### config.mk
export PLATFORM = sky130hd
export DESIGN_NAME = token_bucket_shaper_queue
export DESIGN_NICKNAME = d
export VERILOG_FILES = /design/src/hw/rtl/tbsq_pkg.sv /design/src/hw/rtl/tbsq_ram.sv /design/src/hw/rtl/tbsq_front.sv /design/src/hw/rtl/tbsq_back.sv /design/src/hw/rtl/token_bucket_shaper_queue.sv
export SDC_FILE = /design/constraint.sdc
export NUM_CORES = 2
export LEC_CHECK = 0
export BUFFER_PORTS_ARGS = -buffer_cell sky130_fd_sc_hd__buf_2
export CAP_MARGIN = 20
export CORE_MARGIN = 5
export CORE_UTILIZATION = 55
export CTS_CLUSTER_SIZE = 8
export DETAILED_ROUTE_END_ITERATION = 8
export PLACE_DENSITY_LB_ADDON = 0.05
export SYNTH_ARGS = -nofsm -noshare
export SYNTH_HDL_FRONTEND = slang
export SYNTH_HIERARCHICAL = 1
export SYNTH_SLANG_ARGS = --single-unit
### constraint.sdc
create_clock -name clk -period 18.2 [get_ports clk]
set_input_delay 4.55 -clock clk [delete_from_list [all_inputs] [get_ports clk]]
set_output_delay 4.55 -clock clk [all_outputs]
set_load 0.01 [all_outputs]
### src/hw/rtl/tbsq_pkg.sv
`timescale 1ns / 1ps
// ============================================================================
// tbsq_pkg
// Types and constants shared by the token bucket shaper queue.
// ============================================================================
package tbsq_pkg;

    localparam int unsigned QUEUE_DEPTH_DEF = 64;
    localparam int unsigned LEVEL_W         = 10;
    localparam int unsigned ID_W            = 16;
    localparam int unsigned PAYLOAD_W       = 32;
    localparam int unsigned CNT_W           = 16;
    localparam int unsigned QCOUNT_W        = 7;

    localparam logic [LEVEL_W-1:0] DEPTH_RESET = 10'd10;

    typedef enum logic
    {
        REQ_TICK   = 1'b0,
        REQ_PACKET = 1'b1
    } req_t;

    typedef enum logic [2:0]
    {
        ST_TOKEN_ADDED   = 3'd0,
        ST_TOKEN_DROPPED = 3'd1,
        ST_QUEUED        = 3'd2,
        ST_TOO_BIG       = 3'd3,
        ST_QUEUE_FULL    = 3'd4
    } status_t;

    typedef struct packed
    {
        req_t                 req_type;
        logic [ID_W-1:0]      packet_id;
        logic [LEVEL_W-1:0]   tokens_needed;
        logic [PAYLOAD_W-1:0] service_payload;
    } in_word_t;

    typedef struct packed
    {
        status_t              event_status;
        logic [LEVEL_W-1:0]   bucket_level;
        logic                 released;
        logic [ID_W-1:0]      released_id;
        logic [PAYLOAD_W-1:0] released_payload;
        logic [CNT_W-1:0]     tokens_dropped;
        logic [CNT_W-1:0]     packets_dropped;
        logic [QCOUNT_W-1:0]  queue_count;
    } out_word_t;

    // one packet as kept in the FIFO
    typedef struct packed
    {
        logic [ID_W-1:0]      id;
        logic [LEVEL_W-1:0]   need;
        logic [PAYLOAD_W-1:0] payload;
    } entry_t;

    // classified event handed from front to back
    typedef struct packed
    {
        logic   is_tick;
        logic   too_big;
        entry_t entry;
    } cmd_t;

endpackage

### src/hw/rtl/tbsq_ram.sv
`timescale 1ns / 1ps
// ============================================================================
// tbsq_ram
// Generic simple dual-port RAM, one write and one registered read port.
// ============================================================================
module tbsq_ram #(
    parameter int unsigned WIDTH = 8,
    parameter int unsigned DEPTH = 64,
    localparam int unsigned AW   = (DEPTH > 1) ? $clog2(DEPTH) : 1
) (
    input  logic             clk,
    input  logic             we,
    input  logic [AW-1:0]    waddr,
    input  logic [WIDTH-1:0] wdata,
    input  logic [AW-1:0]    raddr,
    output logic [WIDTH-1:0] rdata
);

    logic [WIDTH-1:0] mem [DEPTH];
    logic [WIDTH-1:0] rdata_reg;

    always_ff @(posedge clk)
    begin
        if (we)
        begin
            mem[waddr] <= wdata;
        end
        rdata_reg <= mem[raddr];
    end

    assign rdata = rdata_reg;

endmodule

### src/hw/rtl/tbsq_front.sv
`timescale 1ns / 1ps
// ============================================================================
// tbsq_front
// Accepts event words, classifies them and holds them in a two-entry queue.
// ============================================================================
module tbsq_front (
    input  logic                              clk,
    input  logic                              rst_n,
    input  logic [tbsq_pkg::LEVEL_W-1:0]      depth,
    input  logic                              in_valid,
    output logic                              in_ready,
    input  tbsq_pkg::in_word_t                in_data,
    output logic                              cmd_valid,
    input  logic                              cmd_ready,
    output tbsq_pkg::cmd_t                    cmd
);
    import tbsq_pkg::*;

    cmd_t       q_reg [2];
    logic       wr_ptr_reg;
    logic       wr_ptr_next;
    logic       rd_ptr_reg;
    logic       rd_ptr_next;
    logic [1:0] cnt_reg;
    logic [1:0] cnt_next;
    logic       push;
    logic       pop;
    cmd_t       cmd_new;

    assign in_ready  = (cnt_reg != 2'd2);
    assign cmd_valid = (cnt_reg != 2'd0);
    assign push      = in_valid && in_ready;
    assign pop       = cmd_valid && cmd_ready;
    assign cmd       = q_reg[rd_ptr_reg];

    always_comb
    begin
        cmd_new.is_tick       = (in_data.req_type == REQ_TICK);
        cmd_new.too_big       = (in_data.tokens_needed > depth);
        cmd_new.entry.id      = in_data.packet_id;
        cmd_new.entry.need    = in_data.tokens_needed;
        cmd_new.entry.payload = in_data.service_payload;
    end

    always_comb
    begin
        wr_ptr_next = push ? ~wr_ptr_reg : wr_ptr_reg;
        rd_ptr_next = pop ? ~rd_ptr_reg : rd_ptr_reg;
        unique case ({push, pop})
            2'b10:   cnt_next = cnt_reg + 2'd1;
            2'b01:   cnt_next = cnt_reg - 2'd1;
            default: cnt_next = cnt_reg;
        endcase
    end

    always_ff @(posedge clk or negedge rst_n)
    begin
        if (!rst_n)
        begin
            wr_ptr_reg <= 1'b0;
            rd_ptr_reg <= 1'b0;
            cnt_reg    <= 2'd0;
        end
        else
        begin
            wr_ptr_reg <= wr_ptr_next;
            rd_ptr_reg <= rd_ptr_next;
            cnt_reg    <= cnt_next;
        end
    end

    always_ff @(posedge clk)
    begin
        if (push)
        begin
            q_reg[wr_ptr_reg] <= cmd_new;
        end
    end

endmodule

### src/hw/rtl/tbsq_back.sv
`timescale 1ns / 1ps
// ============================================================================
// tbsq_back
// Executes one classified event per cycle unless the output stalls: bucket
// update, packet FIFO, head release, drop counters, registered result word.
// ============================================================================
module tbsq_back #(
    parameter int unsigned QUEUE_DEPTH = tbsq_pkg::QUEUE_DEPTH_DEF
) (
    input  logic                         clk,
    input  logic                         rst_n,
    input  logic [tbsq_pkg::LEVEL_W-1:0] depth,
    input  logic                         cmd_valid,
    output logic                         cmd_ready,
    input  tbsq_pkg::cmd_t               cmd,
    output logic                         out_valid,
    input  logic                         out_ready,
    output tbsq_pkg::out_word_t          out_data
);
    import tbsq_pkg::*;

    localparam int unsigned AW = $clog2(QUEUE_DEPTH);
    localparam int unsigned CW = $clog2(QUEUE_DEPTH + 1);
    localparam int unsigned EW = $bits(entry_t);

    logic [LEVEL_W-1:0] level_reg, level_next;
    logic [CW-1:0]      count_reg, count_next;
    logic [AW-1:0]      head_reg, head_next;
    logic [AW-1:0]      tail_reg, tail_next;
    logic [CNT_W-1:0]   tdrop_reg, tdrop_next;
    logic [CNT_W-1:0]   pdrop_reg, pdrop_next;
    logic               out_valid_reg, out_valid_next;
    out_word_t          out_data_reg, out_data_next;
    logic               byp_valid_reg, byp_valid_next;
    entry_t             byp_data_reg;

    logic               fire;
    logic               enq;
    logic               rel;
    status_t            status;
    logic [LEVEL_W-1:0] level_a, level_b;
    logic [CW-1:0]      count_a, count_b;
    logic [CNT_W-1:0]   tdrop_s, pdrop_s;
    entry_t             head_entry;
    entry_t             head_data;
    logic [EW-1:0]      ram_rdata;
    logic               ram_we;

    function automatic logic [AW-1:0] ptr_inc(input logic [AW-1:0] p);
        ptr_inc = (p == AW'(QUEUE_DEPTH - 1)) ? '0 : p + AW'(1);
    endfunction

    assign cmd_ready = !out_valid_reg || out_ready;
    assign fire      = cmd_valid && cmd_ready;
    assign ram_we    = fire && enq;
    assign out_valid = out_valid_reg;
    assign out_data  = out_data_reg;

    // newest write to the slot being read wins over the RAM's old data
    assign head_data = byp_valid_reg ? byp_data_reg : entry_t'(ram_rdata);

    // event step
    always_comb
    begin
        level_a = level_reg;
        count_a = count_reg;
        tdrop_s = tdrop_reg;
        pdrop_s = pdrop_reg;
        enq     = 1'b0;
        priority if (cmd.is_tick)
        begin
            if (level_reg >= depth)
            begin
                status  = ST_TOKEN_DROPPED;
                tdrop_s = (tdrop_reg != '1) ? tdrop_reg + CNT_W'(1) : tdrop_reg;
            end
            else
            begin
                status  = ST_TOKEN_ADDED;
                level_a = level_reg + LEVEL_W'(1);
            end
        end
        else if (cmd.too_big)
        begin
            status  = ST_TOO_BIG;
            pdrop_s = (pdrop_reg != '1) ? pdrop_reg + CNT_W'(1) : pdrop_reg;
        end
        else if (count_reg == CW'(QUEUE_DEPTH))
        begin
            status  = ST_QUEUE_FULL;
            pdrop_s = (pdrop_reg != '1) ? pdrop_reg + CNT_W'(1) : pdrop_reg;
        end
        else
        begin
            status  = ST_QUEUED;
            enq     = 1'b1;
            count_a = count_reg + CW'(1);
        end

        // an empty queue that just took a packet has it at the head
        head_entry = (count_reg == '0) ? cmd.entry : head_data;
        rel        = (count_a != '0) && (level_a >= head_entry.need);
        level_b    = rel ? level_a - head_entry.need : level_a;
        count_b    = rel ? count_a - CW'(1) : count_a;
    end

    // state update
    always_comb
    begin
        level_next     = level_reg;
        count_next     = count_reg;
        head_next      = head_reg;
        tail_next      = tail_reg;
        tdrop_next     = tdrop_reg;
        pdrop_next     = pdrop_reg;
        out_valid_next = out_valid_reg;
        out_data_next  = out_data_reg;
        if (fire)
        begin
            level_next = level_b;
            count_next = count_b;
            head_next  = rel ? ptr_inc(head_reg) : head_reg;
            tail_next  = enq ? ptr_inc(tail_reg) : tail_reg;
            tdrop_next = tdrop_s;
            pdrop_next = pdrop_s;
            out_valid_next                 = 1'b1;
            out_data_next.event_status     = status;
            out_data_next.bucket_level     = level_b;
            out_data_next.released         = rel;
            out_data_next.released_id      = rel ? head_entry.id : '0;
            out_data_next.released_payload = rel ? head_entry.payload : '0;
            out_data_next.tokens_dropped   = tdrop_s;
            out_data_next.packets_dropped  = pdrop_s;
            out_data_next.queue_count      = QCOUNT_W'(count_b);
        end
        else if (out_ready)
        begin
            out_valid_next = 1'b0;
        end
        byp_valid_next = ram_we && (tail_reg == head_next);
    end

    always_ff @(posedge clk or negedge rst_n)
    begin
        if (!rst_n)
        begin
            level_reg     <= '0;
            count_reg     <= '0;
            head_reg      <= '0;
            tail_reg      <= '0;
            tdrop_reg     <= '0;
            pdrop_reg     <= '0;
            out_valid_reg <= 1'b0;
            byp_valid_reg <= 1'b0;
        end
        else
        begin
            level_reg     <= level_next;
            count_reg     <= count_next;
            head_reg      <= head_next;
            tail_reg      <= tail_next;
            tdrop_reg     <= tdrop_next;
            pdrop_reg     <= pdrop_next;
            out_valid_reg <= out_valid_next;
            byp_valid_reg <= byp_valid_next;
        end
    end

    always_ff @(posedge clk)
    begin
        out_data_reg <= out_data_next;
        byp_data_reg <= cmd.entry;
    end

    tbsq_ram #(
        .WIDTH (EW),
        .DEPTH (QUEUE_DEPTH)
    ) u_store (
        .clk   (clk),
        .we    (ram_we),
        .waddr (tail_reg),
        .wdata (cmd.entry),
        .raddr (head_next),
        .rdata (ram_rdata)
    );

`ifndef SYNTHESIS
    a_count_range: assert property (@(posedge clk) disable iff (!rst_n)
        count_reg <= CW'(QUEUE_DEPTH))
        else $error("queue count above depth");

    a_empty_ptrs: assert property (@(posedge clk) disable iff (!rst_n)
        (count_reg == '0) |-> (head_reg == tail_reg))
        else $error("empty queue with head and tail apart");

    a_head_range: assert property (@(posedge clk) disable iff (!rst_n)
        (head_reg < AW'(QUEUE_DEPTH - 1)) || (head_reg == AW'(QUEUE_DEPTH - 1)))
        else $error("head pointer out of range");

    a_fire_result: assert property (@(posedge clk) disable iff (!rst_n)
        fire |=> (out_valid_reg && (out_data_reg.bucket_level == $past(level_b))))
        else $error("executed event left no result word");

    a_full_drop: assert property (@(posedge clk) disable iff (!rst_n)
        (fire && !cmd.is_tick && !cmd.too_big && (count_reg == CW'(QUEUE_DEPTH)))
            |=> (out_data_reg.event_status == ST_QUEUE_FULL))
        else $error("full queue accepted a packet");
`endif

endmodule

### src/hw/rtl/token_bucket_shaper_queue.sv
`timescale 1ns / 1ps
// ============================================================================
// token_bucket_shaper_queue
// Token bucket shaper in front of a packet FIFO, one result word per event.
// ============================================================================
// Each accepted event word (token tick or packet arrival) gives exactly one
// result word. Throughput is one event per clock unless the output stalls:
// the front classifies words into a two-entry queue, and the back executes
// one event per cycle against the bucket level, the packet FIFO RAM and the
// drop counters, releasing at most one head packet. The head slot is read
// from the RAM at the next head pointer, with a bypass for a packet written
// to the slot being read. An event passes the front queue and then the
// registered result word; in_ready falls only when the two-entry queue fills
// under output stall. Write bucket_depth only while no event is in flight.
module token_bucket_shaper_queue #(
    parameter int unsigned QUEUE_DEPTH = tbsq_pkg::QUEUE_DEPTH_DEF
) (
    input  logic                         clk,
    input  logic                         rst_n,
    input  logic                         cfg_wr_en,
    input  logic [tbsq_pkg::LEVEL_W-1:0] cfg_wr_data,
    input  logic                         in_valid,
    output logic                         in_ready,
    input  tbsq_pkg::in_word_t           in_data,
    output logic                         out_valid,
    input  logic                         out_ready,
    output tbsq_pkg::out_word_t          out_data
);
    import tbsq_pkg::*;

    logic [LEVEL_W-1:0] depth_reg;
    logic [LEVEL_W-1:0] depth_next;
    logic               cmd_valid;
    logic               cmd_ready;
    cmd_t               cmd;

    assign depth_next = cfg_wr_en ? cfg_wr_data : depth_reg;

    always_ff @(posedge clk or negedge rst_n)
    begin
        if (!rst_n)
        begin
            depth_reg <= DEPTH_RESET;
        end
        else
        begin
            depth_reg <= depth_next;
        end
    end

    tbsq_front u_front (
        .clk       (clk),
        .rst_n     (rst_n),
        .depth     (depth_reg),
        .in_valid  (in_valid),
        .in_ready  (in_ready),
        .in_data   (in_data),
        .cmd_valid (cmd_valid),
        .cmd_ready (cmd_ready),
        .cmd       (cmd)
    );

    tbsq_back #(
        .QUEUE_DEPTH (QUEUE_DEPTH)
    ) u_back (
        .clk       (clk),
        .rst_n     (rst_n),
        .depth     (depth_reg),
        .cmd_valid (cmd_valid),
        .cmd_ready (cmd_ready),
        .cmd       (cmd),
        .out_valid (out_valid),
        .out_ready (out_ready),
        .out_data  (out_data)
    );

endmodule

### Yosys cells after proc, flatten, opt, wreduce, memory -nomap -nowiden

Memory sizes are Yosys's and may differ from the RTL's. A register that Yosys moved wholly into a read port is not among the register bits.
Cells that the tools add are included.

* memories kept: 2
* output and inout port bits: 103
* bits in read-only memories: 0
* RAM bits: 3832
* bits in registers: 236
* bits in latches: 0
* bits of input ports: 74
* word-level logic and storage cells: 97

* bitwise logic cells: 3
* multiply operators: 0
* multiplexer cells: 34
* shifts and indexed selects: 0
* equality and inequality tests: 9
* reductions and logical operators: 13
* order comparisons: 3
* add/sub/neg operators: 10
* divide/modulo/power cells: 0

Memory list
* u_back.u_store.mem: depth 64, bits a word 58, rd ports 1, clocked after Yosys merged registers in 1, write ports 1, line tbsq_ram.sv:19 `logic [WIDTH-1:0] mem [DEPTH];`
* u_front.q_reg: depth 2, bits a word 60, rd ports 1, clocked after Yosys merged registers in 0, write ports 1, line tbsq_front.sv:19 `cmd_t q_reg [2];`

Operators with widths (number)
* $mux 58: 2
* $mux 16: 7
* $add 16x1->16 const B: 2
* $ne 16x16->1 const B: 2
* $mux 10: 3
* $mux 7: 4
* $mux 6: 4
* $ge 10x10->1: 2
* $add 6x1->6 const B: 2
* $eq 6x6->1 const B: 2
* $add 10x1->10 const B: 1
* $gt 10x10->1: 1
* $mux 1: 10
* $sub 10x10->10: 1
* $mux 3: 3
* $add 7x1->7 const B: 1
* $eq 7x7->1 const B: 1
* $logic_not 7->1: 1
* $reduce_bool 7->1: 1
* $sub 7x1->7 const B: 1
* $eq 6x6->1: 1
* $reduce_bool 2->1: 3
* $logic_and 1x1->1: 5
* $pmux 2 s2: 1
* 9 further kinds: 11

### Longest topological paths before layout

* depth after elaboration: 10
* mapped depth: 29

### By module

The synthesis kept the hierarchy.

By module, submodules not included
* tbsq_ram: times used 1, area an instance 141278.0 um^2, cells each 5998, sequential area each 112628.0 um^2
* tbsq_back: times used 1, area an instance 10356.2 um^2, cells each 925, sequential area each 5770.5 um^2
* tbsq_front: times used 1, area an instance 4800.9 um^2, cells each 240, sequential area each 3703.6 um^2
* token_bucket_shaper_queue: times used 1, area an instance 414.1 um^2, cells each 21, sequential area each 252.7 um^2

### Worst setup path after synthesis

Ideal clock, no wire load.

* kind: input port to flip-flop
* from: input out_ready
* to: memory u_back/u_store/mem[48][0] (netlist name), enable pin
* arrival time: 9.625 ns
* buffers on the path: 0
* required time: 17.655 ns
* path slack: 8.030 ns
* stages on the path: 8
* cells stage by stage: nand2b_1 > nand2_1 > inv_1 > nand3_1 > inv_1 > nor2b_1 > nand4b_1 > nor3_1

* longest elaborated chain between the ends: 5

Ends and longest elaborated chain
* start: declaration: line token_bucket_shaper_queue.sv:26 `input logic out_ready,`
* $logic_or 1x1->1: line tbsq_back.sv:53 `assign cmd_ready = !out_valid_reg || out_ready;`
* $logic_and 1x1->1: line tbsq_back.sv:54 `assign fire = cmd_valid && cmd_ready;`
* $logic_and 1x1->1: line tbsq_back.sv:55 `assign ram_we = fire && enq;`
* named net u_back.ram_we: line tbsq_back.sv:47 `logic ram_we;`
* $mux 1: line tbsq_ram.sv:24 `if (we)`
* $mux 1 (not written as such): line tbsq_ram.sv:26 `mem[waddr] <= wdata;`
* end: declaration: line tbsq_ram.sv:19

The timed path passes the listed nets, and every way through them passes these cells.

### Worst setup path in the final report

* from: register u_back.count_reg[0]
* to: register u_back.u_store.rdata_reg[13] (netlist: u_back/u_store/rdata[13]), read port of u_back.u_store.mem

* longest elaborated chain between the ends: 8

Ends and longest elaborated chain
* start: declaration: line tbsq_back.sv:27 `logic [CW-1:0] count_reg, count_next;`
* start signal: assignment: line tbsq_back.sv:159 `count_reg <= count_next;`
* $add 7x1->7 / $eq 7x7->1 (equally long branches): line tbsq_back.sv:97, tbsq_back.sv:88
* $mux 7: line tbsq_back.sv:88 `else if (count_reg == CW'(QUEUE_DEPTH))`
* $mux 7: line tbsq_back.sv:83 `else if (cmd.too_big)`
* $mux 7: line tbsq_back.sv:70 `priority if (cmd.is_tick)`
* $reduce_bool 7->1: line tbsq_back.sv:102 `rel = (count_a != '0) && (level_a >= head_entry.need);`
* $logic_and 1x1->1 (*): line tbsq_back.sv:102
* $mux 6 (*): line tbsq_back.sv:122 `head_next = rel ? ptr_inc(head_reg) : head_reg;`
* $mux 6 (*): line tbsq_back.sv:118 `if (fire)`
* named net u_back.head_next[0]: line tbsq_back.sv:28 `logic [AW-1:0] head_reg, head_next;`
* end: declaration: line tbsq_ram.sv:20 `logic [WIDTH-1:0] rdata_reg;`

Mark *: on every way through the listed nets, which the timed path passes. The rest lies on a longest branch.
A chain may end at the register's enable or synchronous reset.

==> flow_metrics.env <==
export IMPL_p_leak_nw=56.65
export IMPL_grt_max_degree=127
export IMPL_tritoncts_buffers=586
export IMPL_remaining_global_route_overflow=0
export IMPL_clk_root_buffer_cell="sky130_fd_sc_hd__clkbuf_16"
export IMPL_setup_repair_after_global_routing_missed_its_margin="no"
export IMPL_synth_avg_cell_area_um2=21.83
export IMPL_wire_per_inst_um=38.15
export IMPL_layout_worst_path_cycle_share_pct=55.69
export IMPL_final_area_um2=181000
export IMPL_groute_usage_overall_pct=30.89
export IMPL_synth_lib_cells_used_distinct=68
export IMPL_final_critical_path_required_period_ns=10.13
export IMPL_timing_hold_worst_class="register to register"
export IMPL_fillers=19211
export IMPL_start_util_pct=55.14
export IMPL_crit_path_max_fanout=45
export IMPL_ys_seq_elements=4126
export IMPL_synth_top_area_share_pct=75.30
export IMPL_fin_setup_tns_ns=0
export IMPL_placed_area_um2=163400
export IMPL_first_global_vias=80802
export IMPL_mostFrequentLayoutCell="sky130_fd_sc_hd__edfxtp_1"
export IMPL_routabilityCongestion=0.8063
export IMPL_core_region_area_um2=284500
export IMPL_layout_drive_gt1_share_pct=27.41
export IMPL_synth_sequential_area_ratio_pct=78.01
export IMPL_synth_cells=7184
export IMPL_cts_resized=0
export IMPL_tritoncts_num_sinks=4126
export IMPL_fmax_mhz=98.67
export IMPL_vias_per_cell=6.753
export IMPL_utilization_pct=63.64
export IMPL_totalPowerFinal_mw=27.81
export IMPL_rows=196
export IMPL_synth_warn=6
export IMPL_finalSetupViolCount=0
export IMPL_synth_enable_flop_cells=3933
export IMPL_power_per_cell_area_nw_per_um2=153.6
export IMPL_hpwlAfterDp_mm=249.3
export IMPL_ctsHoldBuffers=0
export IMPL_antenna_violations_before_repair=18
export IMPL_outcome="finished, final reports clean"
export IMPL_max_clock_path_buffers=4
export IMPL_postSynthNetCount=7298
export IMPL_whs_ns=0.4691
export IMPL_detailroute_via_count=81010
export IMPL_ant_nets=0
export IMPL_worstSetupStartpointType="register"
export IMPL_detail_route_wirelength_mm=457.7
export IMPL_yosys_top_cells_area="sky130_fd_sc_hd__edfxtp_1, sky130_fd_sc_hd__mux4_2, sky130_fd_sc_hd__dfxtp_1"
export IMPL_synth_area_leader_cell="sky130_fd_sc_hd__edfxtp_1"
export IMPL_drt_iter0_markers=11030
export IMPL_timing_final_max_slew_violations=0
export IMPL_area_growth_synth_to_final_pct=15.43
export IMPL_worst_endpoint_required_ns=19.08
export IMPL_htreeDepth=6
export IMPL_maximum_ir_drop_on_the_vdd_rail_v=0.0001288
export IMPL_placement_io_buffers=176
export IMPL_max_slew_worst_pin_slew_ns=1.186
export IMPL_clkTransAtPathRegs_ns=0.05
export IMPL_dieArea_um2=296000
export IMPL_die_height_um=544.0
export IMPL_insertion_delay_ns=1.03
export IMPL_async_reset_ff_share_pct=1.866
export IMPL_critical_path_endpoint_type="register"
export IMPL_final_hold_violation_count=0
export IMPL_crit_arrival_ns=11.02
export IMPL_remaining_drc_errors=0
export IMPL_fin_nets=7952
export IMPL_max_slew_margin_rel_pct=20.93
export IMPL_netlist_area_um2=156800
export IMPL_fp_dieW_um=544.0
export IMPL_synth_main_ff_cell="sky130_fd_sc_hd__edfxtp_1"
export IMPL_grt_pass1_wl_mm=634.2
export IMPL_i_o_pin_count=177
export IMPL_final_cell_mix="sky130_fd_sc_hd__edfxtp_1, sky130_fd_sc_hd__mux4_2, sky130_fd_sc_hd__clkbuf_16, sky130_fd_sc_hd__clkbuf_1, sky130_fd_sc_hd__buf_4"
export IMPL_worst_setup_path_type="register to register"
export IMPL_drt_first_pass_iters=6
export IMPL_largest_register_ff_count=3712
export IMPL_cts_repair_timing_setup_buffer_count=0
export IMPL_tritoncts="yes"
export IMPL_worst_clock_skew_ns=0.06965
export IMPL_maxCapViolCount=0
-- cell families (layout without fill, tap and decap cells) --
logic type / count (synthesis) / after routing / synth area share (%)
mux: 1216 / 1216 / 14.99
compound gates: 694 / 694 / 3.072
other cells: 0 / 14 / 0
flops: 4126 / 4126 / 78.01
fa+ha+maj: 40 / 40 / 0.3239
buf+inv: 439 / 1475 / 1.331
xor+xnor: 85 / 85 / 0.4746
simple gates: 584 / 584 / 1.801
-- per-stage QoR --
stage	worst slack (ns)	cells
after CTS	7.650	11963
final	8.065	11996
after floorplan	8.030	7184
after global placement	7.090	10987
after global routing	7.455	11983
after detailed placement	7.143	10993
-- power breakdown --
group	internal (mW)	leakage (nW)	total (mW)	switching, mW
combinational	2.07	11.0	5.52	3.45
sequential	12.0	37.5	12.2	0.258
clock	6.03	8.15	10.1	4.05
total	20.1	56.7	27.8	7.76
-- final timing paths --
kind / startpoint / to / slack, ns / cells past startpoint
hold reg to reg: u_back/tdrop_reg[11]$_DFFE_PN0P_ / u_back/tdrop_reg[11]$_DFFE_PN0P_ / 0.47 / 1
max in group asynchronous: rst_n / u_front/rd_ptr_reg$_DFFE_PN0P_ / 13.62 / 2
min in group asynchronous: rst_n / depth_reg[0]$_DFFE_PN0P_ / 3.49 / 1
setup / recovery: u_back/count_reg[0]$_DFFE_PN0P_ / u_back/u_store/rdata[13]$_DFF_P_ / 8.07 / 24
hold / removal: u_back/tdrop_reg[11]$_DFFE_PN0P_ / u_back/tdrop_reg[11]$_DFFE_PN0P_ / 0.47 / 1
setup reg to reg: u_back/count_reg[0]$_DFFE_PN0P_ / u_back/u_store/rdata[13]$_DFF_P_ / 8.07 / 24
-- synth_stat cells, types with 24 or more instances --
library cell,count
sky130_fd_sc_hd__buf_1,28
sky130_fd_sc_hd__a22oi_1,35
sky130_fd_sc_hd__nand4_1,24
sky130_fd_sc_hd__mux2_2,122
sky130_fd_sc_hd__nor2_1,200
sky130_fd_sc_hd__o221ai_1,79
sky130_fd_sc_hd__inv_1,39
sky130_fd_sc_hd__buf_2,136
sky130_fd_sc_hd__edfxtp_1,3933
sky130_fd_sc_hd__ha_1,39
sky130_fd_sc_hd__xnor2_1,53
sky130_fd_sc_hd__o22ai_1,216
sky130_fd_sc_hd__o22a_1,39
sky130_fd_sc_hd__dfxtp_1,116
sky130_fd_sc_hd__o21ai_0,43
sky130_fd_sc_hd__mux2i_1,194
sky130_fd_sc_hd__clkbuf_1,179
sky130_fd_sc_hd__nor4_1,55
sky130_fd_sc_hd__and3_1,24
sky130_fd_sc_hd__a211oi_1,63
sky130_fd_sc_hd__nand3_1,53
sky130_fd_sc_hd__a221oi_1,39
sky130_fd_sc_hd__buf_4,40
sky130_fd_sc_hd__xor2_1,32
sky130_fd_sc_hd__dfrtp_1,75
sky130_fd_sc_hd__mux4_2,890
sky130_fd_sc_hd__nand2_1,113
sky130_fd_sc_hd__a21oi_1,101
sky130_fd_sc_hd__nor2b_1,29
-- routing by layer --
metal	global-route usage [%]	part of all wire, %	vias to the layer above
met4	11.29	3.9	2
met3	6.057	9.9	882
met1	44.42	39	43781
met5	0	0.0026	-
met2	47.95	47	4673
li1	-	-	31672
-- layout make-up --
cell class	instances	area, um2	share of cell area (%)
clock buffers	911	15940	8.802
diodes	14	35.03	0.01935
clock inverters	59	1247	0.6890
well taps	3762	4707	2.600
inverters	40	155.1	0.08570
repair buffers	465	3492	1.929
multi-input cells	2619	33110	18.29
flip-flops and latches	4126	122400	67.59
-- worst max-delay path, stage by stage, from the launching register on --
cell and delay [ns]:
sky130_fd_sc_hd__dfrtp_1 0.41, sky130_fd_sc_hd__inv_1 0.13, sky130_fd_sc_hd__ha_1 0.15, sky130_fd_sc_hd__or4b_1 0.46, sky130_fd_sc_hd__or3_4 0.55, sky130_fd_sc_hd__buf_4 0.42, sky130_fd_sc_hd__buf_4 0.33, sky130_fd_sc_hd__o21ai_1 0.72
sky130_fd_sc_hd__ha_1 0.36, sky130_fd_sc_hd__a21oi_1 0.08, sky130_fd_sc_hd__o21ai_0 0.29, sky130_fd_sc_hd__o41ai_1 0.17, sky130_fd_sc_hd__a41o_4 0.48, sky130_fd_sc_hd__inv_2 0.48, sky130_fd_sc_hd__nand3_1 0.20, sky130_fd_sc_hd__o21ai_4 0.34
sky130_fd_sc_hd__buf_4 0.57, sky130_fd_sc_hd__buf_4 0.62, sky130_fd_sc_hd__buf_4 0.73, sky130_fd_sc_hd__buf_4 0.85, sky130_fd_sc_hd__mux4_2 0.60, sky130_fd_sc_hd__nor2b_1 0.14, sky130_fd_sc_hd__a211oi_1 0.31, sky130_fd_sc_hd__o22ai_1 0.19
sky130_fd_sc_hd__and3_1 0.18
Note: power is estimated with default switching activity, not from simulation.
